==> config.mk <==
export PLATFORM = sky130hd
export DESIGN_NAME = pdtq_ctrl
export DESIGN_NICKNAME = d
export VERILOG_FILES = /design/src/rtl/pdtq_pkg.sv /design/src/rtl/pdtq_ctrl.sv
export SDC_FILE = /design/constraint.sdc
export NUM_CORES = 1
export LEC_CHECK = 0
export BUFFER_PORTS_ARGS = -buffer_cell sky130_fd_sc_hd__buf_2
export CORE_AREA = 2 2 39 41
export CTS_BUF_LIST = sky130_fd_sc_hd__clkbuf_16
export CTS_CLUSTER_DIAMETER = 40
export DETAILED_ROUTE_END_ITERATION = 10
export DIE_AREA = 0 0 41 43
export HOLD_SLACK_MARGIN = 0.1
export PLACE_DENSITY = 0.67
export SLEW_MARGIN = 10
export SYNTH_ARGS = -nofsm -noshare
export SYNTH_HDL_FRONTEND = slang
export SYNTH_SLANG_ARGS = --single-unit
==> constraint.sdc <==
create_clock -name clk -period 1.88 [get_ports clk]
set_input_delay 0.376 -clock clk [delete_from_list [all_inputs] [get_ports clk]]
set_output_delay 0.376 -clock clk [all_outputs]
set_load 0.02 [all_outputs]
==> src/rtl/pdtq_pkg.sv <==
`default_nettype none

package pdtq_pkg;

	// Queue geometry.
	localparam int QUEUE_DEPTH  = 16;
	localparam int PAYLOAD_BITS = 64;
	localparam int ADDR_W       = (QUEUE_DEPTH > 1) ? $clog2(QUEUE_DEPTH) : 1;
	localparam int CNT_W        = $clog2(QUEUE_DEPTH + 1);

	// Field widths on the channels.
	localparam int TYPE_W     = 2;
	localparam int MSG_TYPE_W = 3;
	localparam int PAYLOAD_W  = 64;
	localparam int OCC_W      = 5;
	localparam int DROP_W     = 32;
	localparam int ENTRY_W    = TYPE_W + PAYLOAD_BITS;

	// Operation codes.
	localparam logic OP_ENQUEUE = 1'b0;
	localparam logic OP_POP     = 1'b1;

	// Message type codes.
	localparam logic [TYPE_W-1:0]     TYPE_START   = 2'd0;
	localparam logic [TYPE_W-1:0]     TYPE_UPDATE  = 2'd1;
	localparam logic [TYPE_W-1:0]     TYPE_END     = 2'd2;
	localparam logic [MSG_TYPE_W-1:0] MSG_TYPE_MAX = 3'd2;

	localparam logic [DROP_W-1:0] DROP_MAX = '1;

	typedef logic [ADDR_W-1:0] addr_t;
	typedef logic [CNT_W-1:0]  cnt_t;

	// Commands from the controller to the datapath.
	typedef struct packed {
		logic load_item;
		logic pop_read;
		logic pop_take;
		logic scan_start;
		logic scan;
		logic shift;
		logic append;
		logic finish;
	} pdtq_cmd_t;

	// Status from the datapath to the controller.
	typedef struct packed {
		logic is_pop;
		logic type_ok;
		logic full;
		logic empty;
		logic scan_found;
		logic scan_none;
		logic shift_done;
		logic out_free;
	} pdtq_stat_t;

	typedef enum logic [6:0] {
		ST_IDLE     = 7'b0000001,
		ST_DISPATCH = 7'b0000010,
		ST_POP_WAIT = 7'b0000100,
		ST_SCAN     = 7'b0001000,
		ST_SHIFT    = 7'b0010000,
		ST_APPEND   = 7'b0100000,
		ST_FINISH   = 7'b1000000
	} pdtq_state_t;

	// Folds a sum of two slot positions back into the ring.
	function automatic addr_t addr_add(input addr_t a, input addr_t b);
		logic [ADDR_W:0] sum;
		sum = {1'b0, a} + {1'b0, b};
		if (sum >= (ADDR_W + 1)'(QUEUE_DEPTH)) begin
			sum = sum - (ADDR_W + 1)'(QUEUE_DEPTH);
		end
		return sum[ADDR_W-1:0];
	endfunction

	function automatic addr_t addr_inc(input addr_t a);
		return addr_add(a, addr_t'(1));
	endfunction

	function automatic addr_t addr_dec(input addr_t a);
		return addr_add(a, addr_t'(QUEUE_DEPTH - 1));
	endfunction

endpackage

`default_nettype wire

==> src/rtl/pdtq_ctrl.sv <==
`default_nettype none

module pdtq_ctrl import pdtq_pkg::*; (
	input  logic       clk,
	input  logic       arst_n,
	input  logic       msg_valid,
	output logic       msg_ready,
	input  pdtq_stat_t stat,
	output pdtq_cmd_t  cmd
);

	pdtq_state_t state_q;
	pdtq_state_t state_next;

	// Only a quiet controller takes a new message.
	assign msg_ready = (state_q == ST_IDLE);

	// Next state and datapath commands.
	always_comb begin
		state_next = state_q;
		cmd        = '0;
		case (state_q)
			ST_IDLE: begin
				if (msg_valid) begin
					cmd.load_item = 1'b1;
					state_next    = ST_DISPATCH;
				end
			end
			ST_DISPATCH: begin
				if (!stat.is_pop) begin
					if (!stat.type_ok) begin
						state_next = ST_FINISH;
					end else if (stat.full) begin
						cmd.scan_start = 1'b1;
						state_next     = ST_SCAN;
					end else begin
						state_next = ST_APPEND;
					end
				end else if (stat.empty) begin
					state_next = ST_FINISH;
				end else begin
					cmd.pop_read = 1'b1;
					state_next   = ST_POP_WAIT;
				end
			end
			ST_POP_WAIT: begin
				cmd.pop_take = 1'b1;
				state_next   = ST_FINISH;
			end
			ST_SCAN: begin
				cmd.scan = 1'b1;
				if (stat.scan_found) begin
					state_next = ST_SHIFT;
				end else if (stat.scan_none) begin
					state_next = ST_APPEND;
				end
			end
			ST_SHIFT: begin
				cmd.shift = 1'b1;
				if (stat.shift_done) begin
					state_next = ST_APPEND;
				end
			end
			ST_APPEND: begin
				cmd.append = 1'b1;
				state_next = ST_FINISH;
			end
			ST_FINISH: begin
				if (stat.out_free) begin
					cmd.finish = 1'b1;
					state_next = ST_IDLE;
				end
			end
			default: begin
				state_next = ST_IDLE;
			end
		endcase
	end

	// State register.
	always_ff @(posedge clk or negedge arst_n) begin
		if (!arst_n) begin
			state_q <= ST_IDLE;
		end else begin
			state_q <= state_next;
		end
	end

endmodule

`default_nettype wire

== After elaboration in Yosys (flattened, before gate mapping) ==
Cells that the tools add are included.
Widths: inputs -> output; s select.

* Bits of input ports: 11
* Output and inout bits: 9
* Flip-flop bits (word level): 7

* Multiplexer cells: 25
* Reductions and logical operators: 2
* Equal/unequal tests: 11

{| class="wikitable"
|+ Operators with widths
! kind !! number
|-
| $mux 7 || 8
|-
| $pmux 7 s6 || 1
|-
| $mux 1 || 15
|-
| $eq 7x1->1 const B || 1
|-
| $eq 7x2->1 const B || 1
|-
| $eq 7x3->1 const B || 1
|-
| $eq 7x4->1 const B || 1
|-
| $eq 7x5->1 const B || 1
|-
| $eq 7x6->1 const B || 1
|-
| $eq 7x7->1 const B || 1
|-
| $mux 6 || 1
|-
| $ne 2x2->1 const B || 3
|-
| $reduce_and 4->1 || 1
|-
| $ne 3x3->1 const B || 1
|-
| $reduce_or 2->1 || 1
|}

== Logic depth before layout (Yosys ltp) ==
Gate-level depths: netlist (run 1).

* Word-level depth: 4
* Depth in mapped cells: 5

== Least setup slack after synthesis (run 1) ==
Ideal clock, no wire load.

* Path kind: register to output
* Start: register state_q[5]
* End: output port cmd[0] in the netlist's numbering
* Data arrival time: 1685 ps
* Cell stages (with the launch flop): 5
* Slack: -181 ps
* Path buffers: 1
* Cell sequence: dfrtp_1 clkbuf_1 nor3_1 nand2_1 nor4_1

{| class="wikitable"
|+ RTL lines
! element !! line !! RTL
|-
| from (decl) || pdtq_ctrl.sv:12 || <nowiki>pdtq_state_t state_q;</nowiki>
|-
| from (signal assigned) || pdtq_ctrl.sv:85 || <nowiki>state_q <= state_next;</nowiki>
|-
| to (decl) || pdtq_ctrl.sv:9 || <nowiki>output pdtq_cmd_t cmd</nowiki>
|}

==> key figures, run 1 <==
Status
  • Outcome: finished with violations
  • Failing checks: setup timing

Detailed routing
  • Routed wire per std cell: between 10 and 15 um
  • First-pass DRT Iterations: 4
  • # DRC: 0
  • Initial DRC Count: 15
  • Routed wire length: around 1600 um
  • Vias/cell: 5.367
  • Vias post-DR: ~590
  • Antenna-violating nets left: 0

Logic synthesis
  • Mapped Cells: 58
  • Post-Syn Area: 501.7 um^2
  • Share of flip-flops with an asynchronous set or reset: between 90% and 100%
  • Warnings, synthesis: 0
  • Distinct cell type count after synthesis: 33
  • Post-synth EDFFs: 0
  • Commonest register cell after synthesis: dfrtp_1
  • Mapped Avg Cell Area: around 8.7 um^2
  • Sequential fraction of the synthesis area: between 30% and 40%
  • FF+latch count, synth: 7
  • Post-Syn Nets: a little under 70

STA
  • Fin worst setup slack: -0.1053 ns
  • Final Skew: roughly 0.00094 ns
  • Slew HR: around three quarters
  • Min cycle time layout: roughly 2.0 ns
  • Setup TNS: -0.3855 ns
  • RSZ-0062 raised after global routing: yes
  • Worst-Margin Slew: around 0.39 ns
  • Setup Viol. Count Final: 7
  • Slew Limit Fails: 0
  • Fin. Hold Viols: 0
  • Max Fclk: approximately 500 MHz
  • WHS: roughly 0.35 ns
  • Period utilization: 105.6%

Worst setup path
  • Crit path cell chain: or4_4 > nor4b_2 > buf_4
  • Crit path DAT: 1.61 ns
  • CP peak stage delay: ~0.60 ns
  • Delay-heaviest family, CP: simple AND/OR/NAND/NOR gates
  • WS Path Type: reg2out
  • Worst path bufs/invs: 1
  • Worst-path maximum fanout: 5
  • Startpoint Class: flip-flop
  • Crit. End Element: primary output
  • Slowest stage cell, crit path: or4_4
  • Req. time, crit path: 1.50 ns

Final layout
  • Nets: about 110
  • Largest register FFs: 7
  • Syn-to-layout area delta: 85.79%
  • Top reg by flops: state_q
  • Final Non-Filler Cells: 109
  • Most frequent cells in the layout: buf_4 (15), buf_2 (12), dfrtp_1 (6)
  • Share of cells above drive strength 1: a little under three fifths
  • Most common cell after layout, fill and taps aside: buf_4
  • Inserted Diodes: 0
  • Top flop regs: state_q (7)

Global route
  • Initial antenna violation count: 0
  • GRT Residual Overflow: 0
  • All-Layer GR Usage: 19.98%
  • First-pass GRT wire length: around 2300 um
  • Largest net degree at the start of global routing: 8
  • Vias in the first global route: between 500 and 600

Floorplanning
  • Number of I/O pins: 20
  • Core Rows: 14
  • Die area: between 1500 and 2000 um^2
  • Core Area: 1384 um^2
  • Die Width: ~41 um
  • Die height: roughly 43 um
  • Initial Util: approximately 36%

Clock network
  • Clk slew on worst S/H paths: about 0.04 ns
  • Max Buffers Root-to-Sink: 2
  • # H-tree levels: 1
  • Clk sinks: 7
  • Clk Latency, worst-skew pair: about 0.23 ns
  • Num CTS Buffers: 3
  • Root Driver: clkbuf_16
  • CTS tree: done

Power and ir drop
  • Cell Pwr Density: 1139 nW/um^2
  • Peak VDD IR: a little under 0.8 mV
  • Seq pwr share: roughly a fifth
  • Clock Power Share: about a third
  • Leak pwr: approximately 0.44 nW
  • Internal: approximately 0.69 mW
  • Combinational fraction of design power: between 40% and 50%
  • Net switching power: around 0.38 mW
  • Sw Ratio: 35.37%

Flow run
  • Max_cap viols: 0

Placed design
  • DP Wirelength: 1042 um
  • GPL Wtd Cong: 0.8715
  • Placed insts: between 90 and 100
  • Port Buf Inserts: 19

Hold path
  • Worst Hold Class: in2reg
==> timing repair <==
action                                  in CTS  in global routing
gates resized for setup                      9                 21
pin swaps                                    2                  6
hold endpoints to repair                     6                  0
hold buffers                                 1                  0
cloned                                       0                  0
endpoints found under the setup margin       7                 10
setup buffers                                0                  6
==> power groups by stage <==
stage,registers (mW),clock network (mW),logic (mW)
floorplan,0.211,0,0.230
global placement,0.213,0,0.336
detailed placement,0.213,0,0.334
CTS,0.213,0.363,0.365
global route,0.221,0.379,0.521
finish,0.216,0.361,0.485
==> area by class of cell <==
type / instances / area (um^2)
fill: 113 / 451.7
multi-input combinational: 43 / 394.1
inverter: 6 / 22.52
sequential: 7 / 176.4
tap: 16 / 20.02
timing repair buffer: 33 / 239.0
clock inverter: 1 / 5.005
clock buffer: 3 / 75.07
==> worst reg2reg max path: stages (launching register included) <==
cell      delay, ns
dfstp_2        0.38
or4_4          0.60
or4_4          0.52
o22ai_2        0.19
a311oi_2       0.07
==> metal layers <==
| layer | up-vias | global-route usage, % | routed length (um) |
|---|---|---|---|
| li1 | 289 | - | - |
| met3 | 0 | 9.424 | 86 |
| met5 | - | 0 | 0 |
| met1 | 275 | 24.92 | 696 |
| met4 | 0 | 4.000 | 0 |
| met2 | 21 | 30.63 | 812 |
==> Yosys cell counts, types with 2 or more instances <==
| cell | count | area share, % |
|---|---|---|
| a21oi_1 | 2 | 2.0 |
| and2_1 | 2 | 2.5 |
| and3_1 | 4 | 5.0 |
| clkbuf_1 | 2 | 1.5 |
| dfrtp_1 | 6 | 30 |
| inv_1 | 6 | 4.5 |
| nand2_1 | 2 | 1.5 |
| nor2_1 | 4 | 3.0 |
| nor2b_1 | 2 | 2.5 |
| nor3_1 | 2 | 2.0 |
| nor4b_1 | 2 | 3.5 |
| o21ai_0 | 2 | 2.0 |
| or4_4 | 2 | 4.5 |
==> cells by family (layout without fill, tap and decap cells) <==
family                    after synthesis  in the layout  share of synthesized area, %
xor gates and xnor gates                2              2                         3.492
DFF                                     7              7                         35.16
buffers and inverters                   8             43                         5.985
and+or+nand+nor                        28             28                         35.16
AOI/OAI and AO/OA                      13             13                         20.20
==> stage by stage <==
step | area [um^2] | power [mW] | utilization (%) | setup slack, ns
6_report | 932.1 | 1.062 | 67.36 | -0.1053
3_5_place_dp | 673.1 | 0.5471 | 48.64 | -0.02441
4_1_cts | 803.3 | 0.9412 | 58.05 | -0.1167
2_1_floorplan | 513.0 | 0.4408 | - | -0.1775
3_3_place_gp | 673.1 | 0.5485 | 48.64 | 0.03674
5_1_grt | 932.1 | 1.120 | 67.36 | -0.1558
==> path summary, 6_finish.rpt <==
| path | startpoint | endpoint | slack (ns) | cells past startpoint |
|---|---|---|---|---|
| setup / recovery | state_q[0] | cmd[5] | -0.11 | 3 |
| hold / removal | msg_valid | state_q[0] | 0.35 | 2 |
| setup reg to reg | state_q[0] | state_q[5] | 0 | 4 |
| hold reg to reg | state_q[6] | state_q[0] | 0.71 | 4 |
| max in group asynchronous | arst_n | state_q[0] | 1.14 | 2 |
| min in group asynchronous | arst_n | state_q[5] | 0.52 | 2 |
Power figures use the tool's default switching activity.
==> run 2: changes to the inputs <==
- PLACE_DENSITY: 0.67 -> not set
- clock period: 1.88 -> 2.2 ns (I/O delays scaled with it)
==> key figures, run 2 (synthesis results as in run 1) <==
Clock network
  • Clk slew on worst S/H paths: 0.04 ns (about the same)
  • Num CTS Buffers: 3 (unchanged)
  • Clk sinks: 7 (unchanged)
  • CTS tree: done (unchanged)
  • # H-tree levels: 1 (unchanged)
  • Max Buffers Root-to-Sink: 2 (unchanged)
  • Buffer count from post-CTS setup fixing: 0 (unchanged)
  • Root Driver: clkbuf_16 (unchanged)
  • Clk Latency, worst-skew pair: 0.23 ns (about the same)

Detailed routing
  • # DRC: 0 (unchanged)
  • First-pass DRT Iterations: 2 (was 4)
  • Initial DRC Count: 7 (was 15)
  • Routed wire per std cell: 12.81 um (was 14.64 um)
  • Vias post-DR: 511 (was 585)
  • Vias/cell: 5.214 (was 5.367)
  • Routed wire length: 1255 um (was 1596 um)
  • Antenna-violating nets left: 0 (unchanged)

Global route
  • First-pass GRT wire length: 2021 um (was 2325 um)
  • All-Layer GR Usage: 18.32% (was 19.98%)
  • Initial antenna violation count: 0 (unchanged)
  • GRT Residual Overflow: 0 (unchanged)
  • Vias in the first global route: 486 (was 536)
  • Largest net degree at the start of global routing: 9 (was 8)

Final layout
  • Share of cells above drive strength 1: 39.02% (was 56.99%)
  • Largest register FFs: 7 (unchanged)
  • Finished Cell Area: 725.7 um^2 (was 932.1 um^2)
  • Most frequent cells in the layout: buf_2 (19), inv_1 (7), dfrtp_1 (6) (was buf_4 (15), buf_2 (12), dfrtp_1 (6))
  • Inserted Diodes: 0 (unchanged)
  • Top reg by flops: state_q (unchanged)
  • Multi-input logic area: 307.8 um^2 (was 394.1 um^2)
  • Register area: 176.4 um^2 (unchanged)
  • Fill count: 142 (was 113)
  • Most common cell after layout, fill and taps aside: buf_2 (was buf_4)
  • Syn-to-layout area delta: 44.64% (was 85.79%)
  • Top flop regs: state_q (7) (unchanged)
  • Final Non-Filler Cells: 98 (was 109)
  • Nets: 94 (was 105)

Floorplanning
  • Die area: 1763 um^2 (unchanged)
  • Number of I/O pins: 20 (unchanged)
  • Die Width: 41 um (unchanged)
  • Initial Util: 36.26% (unchanged)
  • Core Area: 1384 um^2 (unchanged)
  • Core Rows: 14 (unchanged)
  • Die height: 43 um (unchanged)

STA
  • Period utilization: between 90% and 100%
  • RSZ-0062 raised after global routing: no (was yes)
  • Max Fclk: roughly 470 MHz
  • Slew HR: 75.17% (was 73.67%)
  • Fin. Hold Viols: 0 (unchanged)
  • Worst-Margin Slew: 0.3678 ns (was 0.3900 ns)
  • Setup Viol. Count Final: 0 (was 7)
  • Min cycle time layout: approximately 2.1 ns
  • Final Skew: 0.005761 ns (was 0.0009439 ns)
  • Slew Limit Fails: 0 (unchanged)
  • Setup TNS: 0 ns (was -0.3855 ns)

Status
  • Outcome: finished clean (was finished with violations)

Worst setup path
  • Crit. End Element: primary output (unchanged)
  • Startpoint Class: flip-flop (unchanged)
  • Crit path DAT: 1.67 ns (was 1.61 ns)
  • RR Startpoint: state_q[1] (was state_q[0])
  • Worst-path maximum fanout: 5 (unchanged)
  • WS Path Type: reg2out (unchanged)
  • Req. time, crit path: 1.76 ns (was 1.50 ns)
  • Crit path from: state_q[1] (was state_q[0])

Flow run
  • Max_cap viols: 0 (unchanged)

Placed design
  • Port Buf Inserts: 19 (unchanged)
  • Placed insts: 93 (was 98)
  • Placed cell area: 624.3 um^2 (was 673.1 um^2)
  • GPL Wtd Cong: 0.7980 (was 0.8715)
  • DP Wirelength: 962.9 um (was 1042 um)

Power and ir drop
  • Leak pwr: 0.3689 nW (was 0.4385 nW)
  • Cell Pwr Density: 1052 nW/um^2 (was 1139 nW/um^2)
  • Peak VDD IR: 0.6549 mV (was 0.7942 mV)

Hold path
  • Hold Path Origin: stat[1] (was msg_valid)
  • Worst Hold Class: in2reg (unchanged)
-- run 2: final cells by class --
cell class,instances,area share [%]
repair buffers,22,16.55
flip-flops and latches,7,24.31
multi-input cells,43,42.41
clock inverters,1,0.5172
inverters,6,3.103
clock buffers,3,10.34
well taps,16,2.759
-- run 2: path summary, 6_finish.rpt --
path / cells past startpoint / endpoint / slack [ns]
max: 3 / cmd[1] / 0.09
min: 2 / state_q[4] / 0.41
max reg2reg: 4 / state_q[5] / 0.30
min reg2reg: 2 / state_q[0] / 0.69
max in group asynchronous: 2 / state_q[0] / 1.42
min in group asynchronous: 2 / state_q[5] / 0.56
-- run 2: critical path, stage by stage, from the launching register on --
cell and delay [ns]:
dfrtp_1 0.40, or4_4 0.59, nor4b_1 0.24, buf_2 0.21
-- run 2: report_power, final --
group	leakage [nW]	internal [mW]	switching, mW
clock network	0.0423	0.236	0.0685
logic	0.234	0.110	0.153
registers	0.0931	0.161	0.0337
total	0.369	0.508	0.256
-- run 2: routing by layer --
metal | share of wire, % | global-route usage, % | vias up
met5 | 0 | 0 | -
met4 | 1.3 | 8.000 | 0
met3 | 7.4 | 9.948 | 3
met2 | 48 | 27.81 | 18
met1 | 44 | 20.13 | 226
li1 | - | - | 264
-- run 2: what timing repair did --
action                     in CTS  in global routing
hold buffers                    1                  0
resized for setup               0                  3
hold endpoints to repair        6                  0
setup endpoints to repair       0                  3
-- run 2: through the flow --
step | worst slack [ns] | hold slack [ns] | power (mW) | util [%]
finish | 0.09269 | 0.4074 | 0.7631 | 52.44
CTS | 0.07494 | 0.4052 | 0.7652 | 51.54
floorplan | 0.07486 | 0.1444 | 0.3723 | -
global placement | 0.2933 | 0.2753 | 0.4488 | 45.12
detailed placement | 0.3189 | 0.2729 | 0.4505 | 45.12
global route | 0.02666 | 0.4165 | 0.8212 | 52.44
