--- src/rtl/pdtq_pkg.sv ---
`default_nettype none

package pdtq_pkg;

	// Queue geometry.
	localparam int QUEUE_DEPTH  = 16;
	localparam int PAYLOAD_BITS = 64;
	localparam int ADDR_W       = (QUEUE_DEPTH > 1) ? $clog2(QUEUE_DEPTH) : 1;
	localparam int CNT_W        = $clog2(QUEUE_DEPTH + 1);

	// Field widths on the channels.
	localparam int TYPE_W     = 2;
	localparam int MSG_TYPE_W = 3;
	localparam int PAYLOAD_W  = 64;
	localparam int OCC_W      = 5;
	localparam int DROP_W     = 32;
	localparam int ENTRY_W    = TYPE_W + PAYLOAD_BITS;

	// Operation codes.
	localparam logic OP_ENQUEUE = 1'b0;
	localparam logic OP_POP     = 1'b1;

	// Message type codes.
	localparam logic [TYPE_W-1:0]     TYPE_START   = 2'd0;
	localparam logic [TYPE_W-1:0]     TYPE_UPDATE  = 2'd1;
	localparam logic [TYPE_W-1:0]     TYPE_END     = 2'd2;
	localparam logic [MSG_TYPE_W-1:0] MSG_TYPE_MAX = 3'd2;

	localparam logic [DROP_W-1:0] DROP_MAX = '1;

	typedef logic [ADDR_W-1:0] addr_t;
	typedef logic [CNT_W-1:0]  cnt_t;

	// Commands from the controller to the datapath.
	typedef struct packed {
		logic load_item;
		logic pop_read;
		logic pop_take;
		logic scan_start;
		logic scan;
		logic shift;
		logic append;
		logic finish;
	} pdtq_cmd_t;

	// Status from the datapath to the controller.
	typedef struct packed {
		logic is_pop;
		logic type_ok;
		logic full;
		logic empty;
		logic scan_found;
		logic scan_none;
		logic shift_done;
		logic out_free;
	} pdtq_stat_t;

	typedef enum logic [6:0] {
		ST_IDLE     = 7'b0000001,
		ST_DISPATCH = 7'b0000010,
		ST_POP_WAIT = 7'b0000100,
		ST_SCAN     = 7'b0001000,
		ST_SHIFT    = 7'b0010000,
		ST_APPEND   = 7'b0100000,
		ST_FINISH   = 7'b1000000
	} pdtq_state_t;

	// Folds a sum of two slot positions back into the ring.
	function automatic addr_t addr_add(input addr_t a, input addr_t b);
		logic [ADDR_W:0] sum;
		sum = {1'b0, a} + {1'b0, b};
		if (sum >= (ADDR_W + 1)'(QUEUE_DEPTH)) begin
			sum = sum - (ADDR_W + 1)'(QUEUE_DEPTH);
		end
		return sum[ADDR_W-1:0];
	endfunction

	function automatic addr_t addr_inc(input addr_t a);
		return addr_add(a, addr_t'(1));
	endfunction

	function automatic addr_t addr_dec(input addr_t a);
		return addr_add(a, addr_t'(QUEUE_DEPTH - 1));
	endfunction

endpackage

`default_nettype wire

--- src/rtl/pdtq_datapath.sv ---
`default_nettype none

module pdtq_datapath import pdtq_pkg::*; (
	input  logic                  clk,
	input  logic                  arst_n,
	input  pdtq_cmd_t             cmd,
	output pdtq_stat_t            stat,
	input  logic                  operation,
	input  logic [MSG_TYPE_W-1:0] msg_type,
	input  logic [PAYLOAD_W-1:0]  msg_payload,
	output logic                  res_valid,
	input  logic                  res_ready,
	output logic                  accepted,
	output logic                  overflow_drop,
	output logic                  out_valid,
	output logic [TYPE_W-1:0]     out_type,
	output logic [PAYLOAD_W-1:0]  out_payload,
	output logic [OCC_W-1:0]      occupancy,
	output logic [DROP_W-1:0]     drop_total
);

	// Slot memory: type in the upper bits, payload below.
	logic [ENTRY_W-1:0] mem_q [QUEUE_DEPTH];
	logic [ENTRY_W-1:0] rd_data_q;

	// Item being worked on.
	logic                    item_op_q;
	logic [MSG_TYPE_W-1:0]   item_type_q;
	logic [PAYLOAD_BITS-1:0] item_payload_q;

	// Queue pointers and counters.
	addr_t             head_q;
	addr_t             tail_q;
	cnt_t              fill_q;
	logic [DROP_W-1:0] drop_q;

	// Scan and compaction walker.
	cnt_t  idx_q;
	logic  rd_pend_q;
	addr_t rd_idx_q;

	// Result flags collected while the item is handled.
	logic res_acc_q;
	logic res_drop_q;
	logic res_vld_q;

	// Output register.
	logic                 out_full_q;
	logic                 out_acc_q;
	logic                 out_drop_q;
	logic                 out_vld_q;
	logic [TYPE_W-1:0]    out_type_q;
	logic [PAYLOAD_W-1:0] out_payload_q;
	logic [OCC_W-1:0]     out_occ_q;
	logic [DROP_W-1:0]    out_total_q;

	logic [TYPE_W-1:0]       rd_type;
	logic [PAYLOAD_BITS-1:0] rd_payload;
	cnt_t                    idx_next;
	logic                    scan_found;
	logic                    scan_none;
	logic                    scan_issue;
	logic                    shift_more;
	logic                    shift_issue;
	logic                    shift_done;
	logic                    rd_en;
	addr_t                   rd_addr;
	logic                    wr_en;
	addr_t                   wr_addr;
	logic [ENTRY_W-1:0]      wr_data;
	logic                    out_free;

	assign rd_type    = rd_data_q[ENTRY_W-1 -: TYPE_W];
	assign rd_payload = rd_data_q[PAYLOAD_BITS-1:0];
	assign idx_next   = idx_q + cnt_t'(1);

	// Scan: the entry read last cycle is checked while the next one is fetched.
	assign scan_found = rd_pend_q && (rd_type == TYPE_UPDATE);
	assign scan_none  = rd_pend_q && !scan_found &&
		(CNT_W'(rd_idx_q) == (fill_q - cnt_t'(1)));
	assign scan_issue = cmd.scan && !scan_found && !scan_none && (idx_q < fill_q);

	// Compaction: fetch the entry behind the gap, write it one place forward.
	assign shift_more  = (idx_next < fill_q);
	assign shift_issue = cmd.shift && shift_more;
	assign shift_done  = !shift_more && !rd_pend_q;

	// Memory read port.
	always_comb begin
		rd_en   = cmd.pop_read || scan_issue || shift_issue;
		rd_addr = head_q;
		if (cmd.scan) begin
			rd_addr = addr_add(head_q, idx_q[ADDR_W-1:0]);
		end else if (cmd.shift) begin
			rd_addr = addr_add(head_q, idx_next[ADDR_W-1:0]);
		end
	end

	// Memory write port.
	always_comb begin
		wr_en   = cmd.append || (cmd.shift && rd_pend_q);
		wr_addr = addr_add(head_q, rd_idx_q);
		wr_data = rd_data_q;
		if (cmd.append) begin
			wr_addr = tail_q;
			wr_data = {item_type_q[TYPE_W-1:0], item_payload_q};
		end
	end

	always_ff @(posedge clk) begin
		if (wr_en) begin
			mem_q[wr_addr] <= wr_data;
		end
		if (rd_en) begin
			rd_data_q <= mem_q[rd_addr];
		end
	end

	// Item capture.
	always_ff @(posedge clk) begin
		if (cmd.load_item) begin
			item_op_q      <= operation;
			item_type_q    <= msg_type;
			item_payload_q <= msg_payload[PAYLOAD_BITS-1:0];
		end
	end

	// Pointers, counters and walker state.
	always_ff @(posedge clk or negedge arst_n) begin
		if (!arst_n) begin
			head_q     <= '0;
			tail_q     <= '0;
			fill_q     <= '0;
			drop_q     <= '0;
			idx_q      <= '0;
			rd_pend_q  <= 1'b0;
			rd_idx_q   <= '0;
			res_acc_q  <= 1'b0;
			res_drop_q <= 1'b0;
			res_vld_q  <= 1'b0;
		end else begin
			rd_pend_q <= scan_issue || shift_issue;
			if (cmd.scan) begin
				rd_idx_q <= idx_q[ADDR_W-1:0];
			end else if (cmd.shift) begin
				rd_idx_q <= idx_q[ADDR_W-1:0];
			end

			if (cmd.load_item) begin
				res_acc_q  <= 1'b0;
				res_drop_q <= 1'b0;
				res_vld_q  <= 1'b0;
			end

			if (cmd.scan_start) begin
				idx_q      <= '0;
				res_drop_q <= 1'b1;
			end else if (cmd.scan) begin
				if (scan_found) begin
					idx_q <= CNT_W'(rd_idx_q);
				end else if (scan_issue) begin
					idx_q <= idx_next;
				end
			end else if (shift_issue) begin
				idx_q <= idx_next;
			end

			// No update queued: the head entry goes.
			if (cmd.scan && scan_none) begin
				head_q <= addr_inc(head_q);
				fill_q <= fill_q - cnt_t'(1);
			end

			// Gap closed: the tail moves back by one.
			if (cmd.shift && shift_done) begin
				tail_q <= addr_dec(tail_q);
				fill_q <= fill_q - cnt_t'(1);
			end

			if (cmd.pop_take) begin
				head_q    <= addr_inc(head_q);
				fill_q    <= fill_q - cnt_t'(1);
				res_vld_q <= 1'b1;
			end

			if (cmd.append) begin
				tail_q    <= addr_inc(tail_q);
				fill_q    <= fill_q + cnt_t'(1);
				res_acc_q <= 1'b1;
				if (res_drop_q && (drop_q != DROP_MAX)) begin
					drop_q <= drop_q + DROP_W'(1);
				end
			end
		end
	end

	// Output register; it frees up on the same edge as a result transfer.
	assign out_free = !out_full_q || res_ready;

	always_ff @(posedge clk or negedge arst_n) begin
		if (!arst_n) begin
			out_full_q <= 1'b0;
		end else if (cmd.finish) begin
			out_full_q <= 1'b1;
		end else if (res_ready) begin
			out_full_q <= 1'b0;
		end
	end

	always_ff @(posedge clk) begin
		if (cmd.finish) begin
			out_acc_q     <= res_acc_q;
			out_drop_q    <= res_drop_q;
			out_vld_q     <= res_vld_q;
			out_type_q    <= res_vld_q ? rd_type : TYPE_START;
			out_payload_q <= res_vld_q ? PAYLOAD_W'(rd_payload) : '0;
			out_occ_q     <= OCC_W'(fill_q);
			out_total_q   <= drop_q;
		end
	end

	// Status to the controller.
	always_comb begin
		stat            = '0;
		stat.is_pop     = (item_op_q == OP_POP);
		stat.type_ok    = (item_type_q <= MSG_TYPE_MAX);
		stat.full       = (fill_q == CNT_W'(QUEUE_DEPTH));
		stat.empty      = (fill_q == '0);
		stat.scan_found = scan_found;
		stat.scan_none  = scan_none;
		stat.shift_done = shift_done;
		stat.out_free   = out_free;
	end

	assign res_valid     = out_full_q;
	assign accepted      = out_acc_q;
	assign overflow_drop = out_drop_q;
	assign out_valid     = out_vld_q;
	assign out_type      = out_type_q;
	assign out_payload   = out_payload_q;
	assign occupancy     = out_occ_q;
	assign drop_total    = out_total_q;

endmodule

`default_nettype wire

--- config.mk ---
export PLATFORM = sky130hd
export DESIGN_NAME = pdtq_datapath
export DESIGN_NICKNAME = d
export VERILOG_FILES = /design/src/rtl/pdtq_pkg.sv /design/src/rtl/pdtq_datapath.sv
export SDC_FILE = /design/constraint.sdc
export NUM_CORES = 2
export LEC_CHECK = 0
export ABC_AREA = 1
export BUFFER_PORTS_ARGS = -buffer_cell sky130_fd_sc_hd__buf_2
export CAP_MARGIN = 20
export CORE_ASPECT_RATIO = 2
export CORE_MARGIN = 4
export CORE_UTILIZATION = 25
export DETAILED_ROUTE_END_ITERATION = 10
export PLACE_DENSITY = 0.37
export SLEW_MARGIN = 20
export SYNTH_ARGS = -nofsm -noshare
export SYNTH_HDL_FRONTEND = slang
export SYNTH_SLANG_ARGS = --single-unit
export TNS_END_PERCENT = 30
--- constraint.sdc ---
create_clock -name clk -period 10.8 [get_ports clk]
set_input_delay 2.16 -clock clk [delete_from_list [all_inputs] [get_ports clk]]
set_output_delay 2.16 -clock clk [all_outputs]
set_load 0.01 [all_outputs]
; ---- Yosys cells after proc, flatten, opt, wreduce, memory -nomap -nowiden
; Memories as Yosys holds them, arrays and structs flattened. A register that Yosys moved wholly into a read port is not among the register bits.
; Index checks and enable logic that the tools add are counted.
[op_classes]
add_sub_neg = 16
magnitude_cmp = 9
n_eq_ne = 5
mux = 33
n_reduce_logical = 34
[ops]
columns = cell, count
row1 = $mux W66, 1
row2 = $mux W4, 15
row3 = $mux W5, 9
row4 = $add A32 B1 Y32 const B, 1
row5 = $ne A32 B32 Y1 const B, 1
row6 = $ge A5 B5 Y1 const B, 6
row7 = $sub A4 B1 Y4 const B, 6
row8 = $add A4 B4 Y5, 3
row9 = $reduce_bool A2 Y1, 7
row10 = $logic_and A1 B1 Y1, 12
row11 = $add A4 B1 Y5 const B, 2
row12 = $add A5 B1 Y5 const B, 2
row13 = $lt A5 B5 Y1, 2
row14 = $mux W1, 8
row15 = $add A4 B4 Y5 const B, 1
row16 = $eq A4 B5 Y1, 1
row17 = $eq A5 B5 Y1 const B, 1
row18 = $logic_not A1 Y1, 5
row19 = $logic_not A5 Y1, 1
row20 = $logic_or A1 B1 Y1, 5
row21 = $sub A5 B1 Y5 const B, 1
row22 = $ne A4 B1 Y1 const B, 1
row23 = $reduce_and A2 Y1, 2
row24 = $reduce_bool A4 Y1, 1
row25 = 3 further kinds, 3
[word_totals]
reg_bits = 233
ramBits = 1056
n_memories = 1
[memory_table]
columns = memory, words, word_bits, read_ports, rd_clocked_by_memory_dff, wr, line_no
row1 = mem_q, 16, 66, 1, 1, 1, pdtq_datapath.sv:23  ; logic [ENTRY_W-1:0] mem_q [QUEUE_DEPTH];

; ---- Logic depth before layout (Yosys ltp)
[logic_depth]
word_depth = 12
mapped_depth = 17
ltp_nobuf = 15

; ---- Worst setup path after synthesis
; Ideal clock, no wire load.
[synth_path]
kind = input to register
startpoint = in cmd[1] (netlist bit)
endpoint = mem mem_q[11][0] (netlist bit) (enable)
setup_time_ns = 0.491
arrival_ns = 5.821
t_required_ns = 10.309
setup_slack_ns = 4.489
cell_stages = 6
path_buffers = 2
cell_sequence = clkbuf_1 -> clkbuf_1 -> nand2_1 -> o21ai_0 -> nand3_1 -> nor2_1
[synth_between]
elab_chain_len = 3
word_cells_on_any_way = 4
[synth_rtl]
columns = element, line_no
row1 = "start, declared", pdtq_datapath.sv:6  ; input pdtq_cmd_t cmd,
row2 = $logic_or A1 B1 Y1, pdtq_datapath.sv:101  ; wr_en = cmd.append || (cmd.shift && rd_pend_q);
row3 = $mux W1, pdtq_datapath.sv:111  ; if (wr_en) begin
row4 = $mux W1 (implied by the code), pdtq_datapath.sv:112  ; mem_q[wr_addr] <= wr_data;
row5 = "end, declared", pdtq_datapath.sv:23
; Several ways; a longest one is shown, not always the timed one.

; ---- Worst setup path in the final report
[layout_path]
startpoint = in cmd[2] (netlist bit)
endpoint = reg rd_data_q[47], read port of mem_q (data pin)
[layout_between]
elab_chain_len = 2
word_cells_on_any_way = 4
[layout_rtl]
columns = element, line_no
row1 = $mux W4 or $logic_and A1 B1 Y1 (tied branches), "pdtq_datapath.sv:94, pdtq_datapath.sv:85"
row2 = $mux W4 or $logic_or A1 B1 Y1 (tied branches), "pdtq_datapath.sv:92, pdtq_datapath.sv:90"
row3 = "end, declared", pdtq_datapath.sv:24  ; logic [ENTRY_W-1:0] rd_data_q;
; Several ways; a longest one is shown, not always the timed one.
; A chain may end at the register's enable or synchronous reset.

==> results.md <==
- I/O Buffers: 193
- Hold Crit Class: register to register
- Pre-CTS setup slack: 4.62 ns
- Post-CTS Repair Setup Buffers: 0
- Worst Setup Path Type: primary input to register
- Setup TNS: 0 ns
- Root buf cell: clkbuf_16
- Total grt overflow: 0
- Gr usage total: 15.5%
- DRC: 0
- Adder-Cell Fraction of Synth Area: 0.661%
- Most common cell after layout, fill and taps aside: nand2_1
- Clk Latency, worst-skew pair: 0.82 ns
- Clk pin slew, worst setup/hold paths: 0.06 ns
- Tot Pwr: 20.7 mW
- Fin nets: 5918
- # hold bufs at CTS: 0
- Final RePlAce weighted congestion: 0.763
- Clock skew: 0.0504 ns
- Max-slew headroom: 19.8%
- Simple-gate share of the synthesized area: 23.1%
- Max rail drop VDD: 0.329 mV
- Register area share after synthesis: 67.9%
- Most frequent cells in the layout: 2044 x nand2_1, 1296 x edfxtp_1, 831 x nand3_1
- RSZ-0062 raised after global routing: no
- Main combinational cell family by area after synthesis: simple AND/OR/NAND/NOR gates
- Core region area: 0.237 mm²
- Post-route ant nets: 0
- Final WL: 195000 µm
- Fin crit period: 5.48 ns
- Post-synthesis xor/xnor area fraction: 0.618%
- Worst slew pin tran: 1.20 ns
- Initial core utilization: 25.1%
- Syn Inst Count: 5716
- Outcome: complete, no violations
- DRT Pass-1 Iters: 6
- Fmax: 0.182 GHz
- Mux cell area share after synthesis: 0%
- Post-route setup slack: 5.32 ns
- YS warnings: 0
- Die span in x: 353 µm
- Syn Area/Cell: 10.4 µm²
- Worst EP arrival: 6.01 ns
- I/O pin count: 194
- H-tree depth: 4
- Placed Area: 0.0637 mm²
- Via count: 39681
- Area occupied by multi-input gates: 0.0151 mm²
- Syn nets: 5824
- Finished Cell Area: 0.0681 mm²
- TritonCTS clock tree: yes
- Pins Over Slew Limit: 0
- Distinct cells, synth: 31
- Complex-gate fraction of the synthesized area: 0.612%
- Initial drt markers: 2082
- Rows: 253
- Leakage: 28.7 nW
- Worst-path fanout max: 164
- Largest net degree at the start of global routing: 167
- First-pass GRT wire length: 286000 µm
- Deepest clock path buffer count: 4
- Final setup violation count: 0
- Area grow syn2layout: 14.4%
- Max Cap Viol: 0
- Power density over cell area: 304 mW/mm²
- Die height: 698 µm
- Crit end category: register
- HPWL after DPL: 108000 µm
- Fill count: 24628
- WP data required: 11.33 ns
- CTS resizes: 0
- Reg area: 0.0404 mm²
- Clock Sinks: 1355
- CP startpoint kind: primary input
- Share of layout cells above drive strength 1: 8.20%
- Final Hold Fails: 0
- Period utilization: 50.8%
- Clock buffer count from CTS: 147
- Vias in the first global route: 40901
- Initial antenna violation count: 4
- Die ar.: 0.246 mm²
- WL per Instance: 21.7 µm
- Final core occ: 28.7%
- Via/cell ratio: 4.43
- Yosys reg bits: 1355
- Synth Cell Area: 0.0595 mm²
## cells by family (layout without fill, tap and decap cells)
logic type                 Yosys count  in the layout
xor gates and xnor gates            42             42
DFF                               1355           1355
other                                0              1
buffers and inverters             1050           1238
AOI/OAI and AO/OA                   68             68
adders and majority gates           29             29
and+or+nand+nor                   3172           3172
## worst max-delay path: stages
cell	delay, ns
buf_2	0.18
nor2_1	0.10
o21ai_4	0.29
buf_12	0.49
buf_4	0.80
buf_4	0.89
nand3_1	0.15
nand3_1	0.15
nand2_1	0.07
nand2_1	0.06
nand2_1	0.09
nand3_1	0.07
nand2_1	0.06
## metrics by stage
| step | hold WS, ns | std cells |
|---|---|---|
| after global placement | 0.452 | 8719 |
| after floorplan | 0.420 | 5716 |
| final | 0.459 | 8965 |
| after global routing | 0.485 | 8965 |
| after CTS | 0.467 | 8964 |
| after detailed placement | 0.451 | 8721 |
## cells in the mapped netlist, drive strengths merged
cell	n	share of area (%)
a211oi	2	0.025
a21o	1	0.013
a21oi	16	0.13
a22oi	1	0.021
buf	218	1.8
clkbuf	101	0.64
dfrtp	59	2.5
edfxtp	1296	65
fa	4	0.13
ha	25	0.53
inv	731	4.6
nand2	2047	13
nand3	832	7.0
nand3b	202	2.5
nand4	6	0.063
nor2	67	0.43
nor3	16	0.13
nor3b	1	0.013
o21a	1	0.013
o21ai	46	0.39
o31ai	1	0.013
or2	1	0.011
xnor2	11	0.16
xor2	31	0.46
## where the power goes
group          switching, mW  internal, mW  leakage, nW  total [mW]
Combinational           6.14          2.07         13.7        8.21
Clock                   2.15          2.71         2.13        4.86
Sequential             0.378          7.23         12.8        7.61
## path summary, 6_finish.rpt
| kind | start | to | slack [ns] | cells after the start |
|---|---|---|---|---|
| setup reg to reg | idx_q[0] | rd_data_q[47] | 5.74 | 14 |
| min in group asynchronous | arst_n | idx_q[1] | 1.23 | 1 |
| hold reg to reg | drop_q[31] | drop_total[31] | 0.46 | 0 |
| setup / recovery | cmd[2] | rd_data_q[47] | 5.32 | 13 |
| max in group asynchronous | arst_n | res_vld_q | 8.46 | 2 |
| hold / removal | drop_q[31] | drop_total[31] | 0.46 | 0 |
## area by class of cell
cell class / instances / share of cell area (%)
well taps: 3060 / 5.63
repair buffers: 264 / 2.38
inverters: 731 / 4.05
clock inverters: 54 / 0.691
multi-input cells: 3311 / 22.2
diodes: 1 / 0.00368
flip-flops and latches: 1355 / 59.4
clock buffers: 189 / 5.73
## state kept, by name, indices dropped and copies added (netlist names)
register	count
rd_data_q	66
accepted	1
res_acc_q	1
item_type_q	3
occupancy	5
item_payload_q	64
overflow_drop	1
out_valid	1
out_payload	64
res_valid	1
res_vld_q	1
drop_q	32
rd_idx_q	4
mem_q	1056
out_type	2
item_op_q	1
tail_q	4
res_drop_q	1
idx_q	5
fill_q	5
head_q	4
rd_pend_q	1
drop_total	32
## per-layer routing
metal  part of all wire, %  GRT usage (%)
met5                     0              0
met4                   3.4           5.26
met3                   2.9           1.65
met2                    54           29.6
met1                    40           17.8
(Power assumes the default switching activity.)
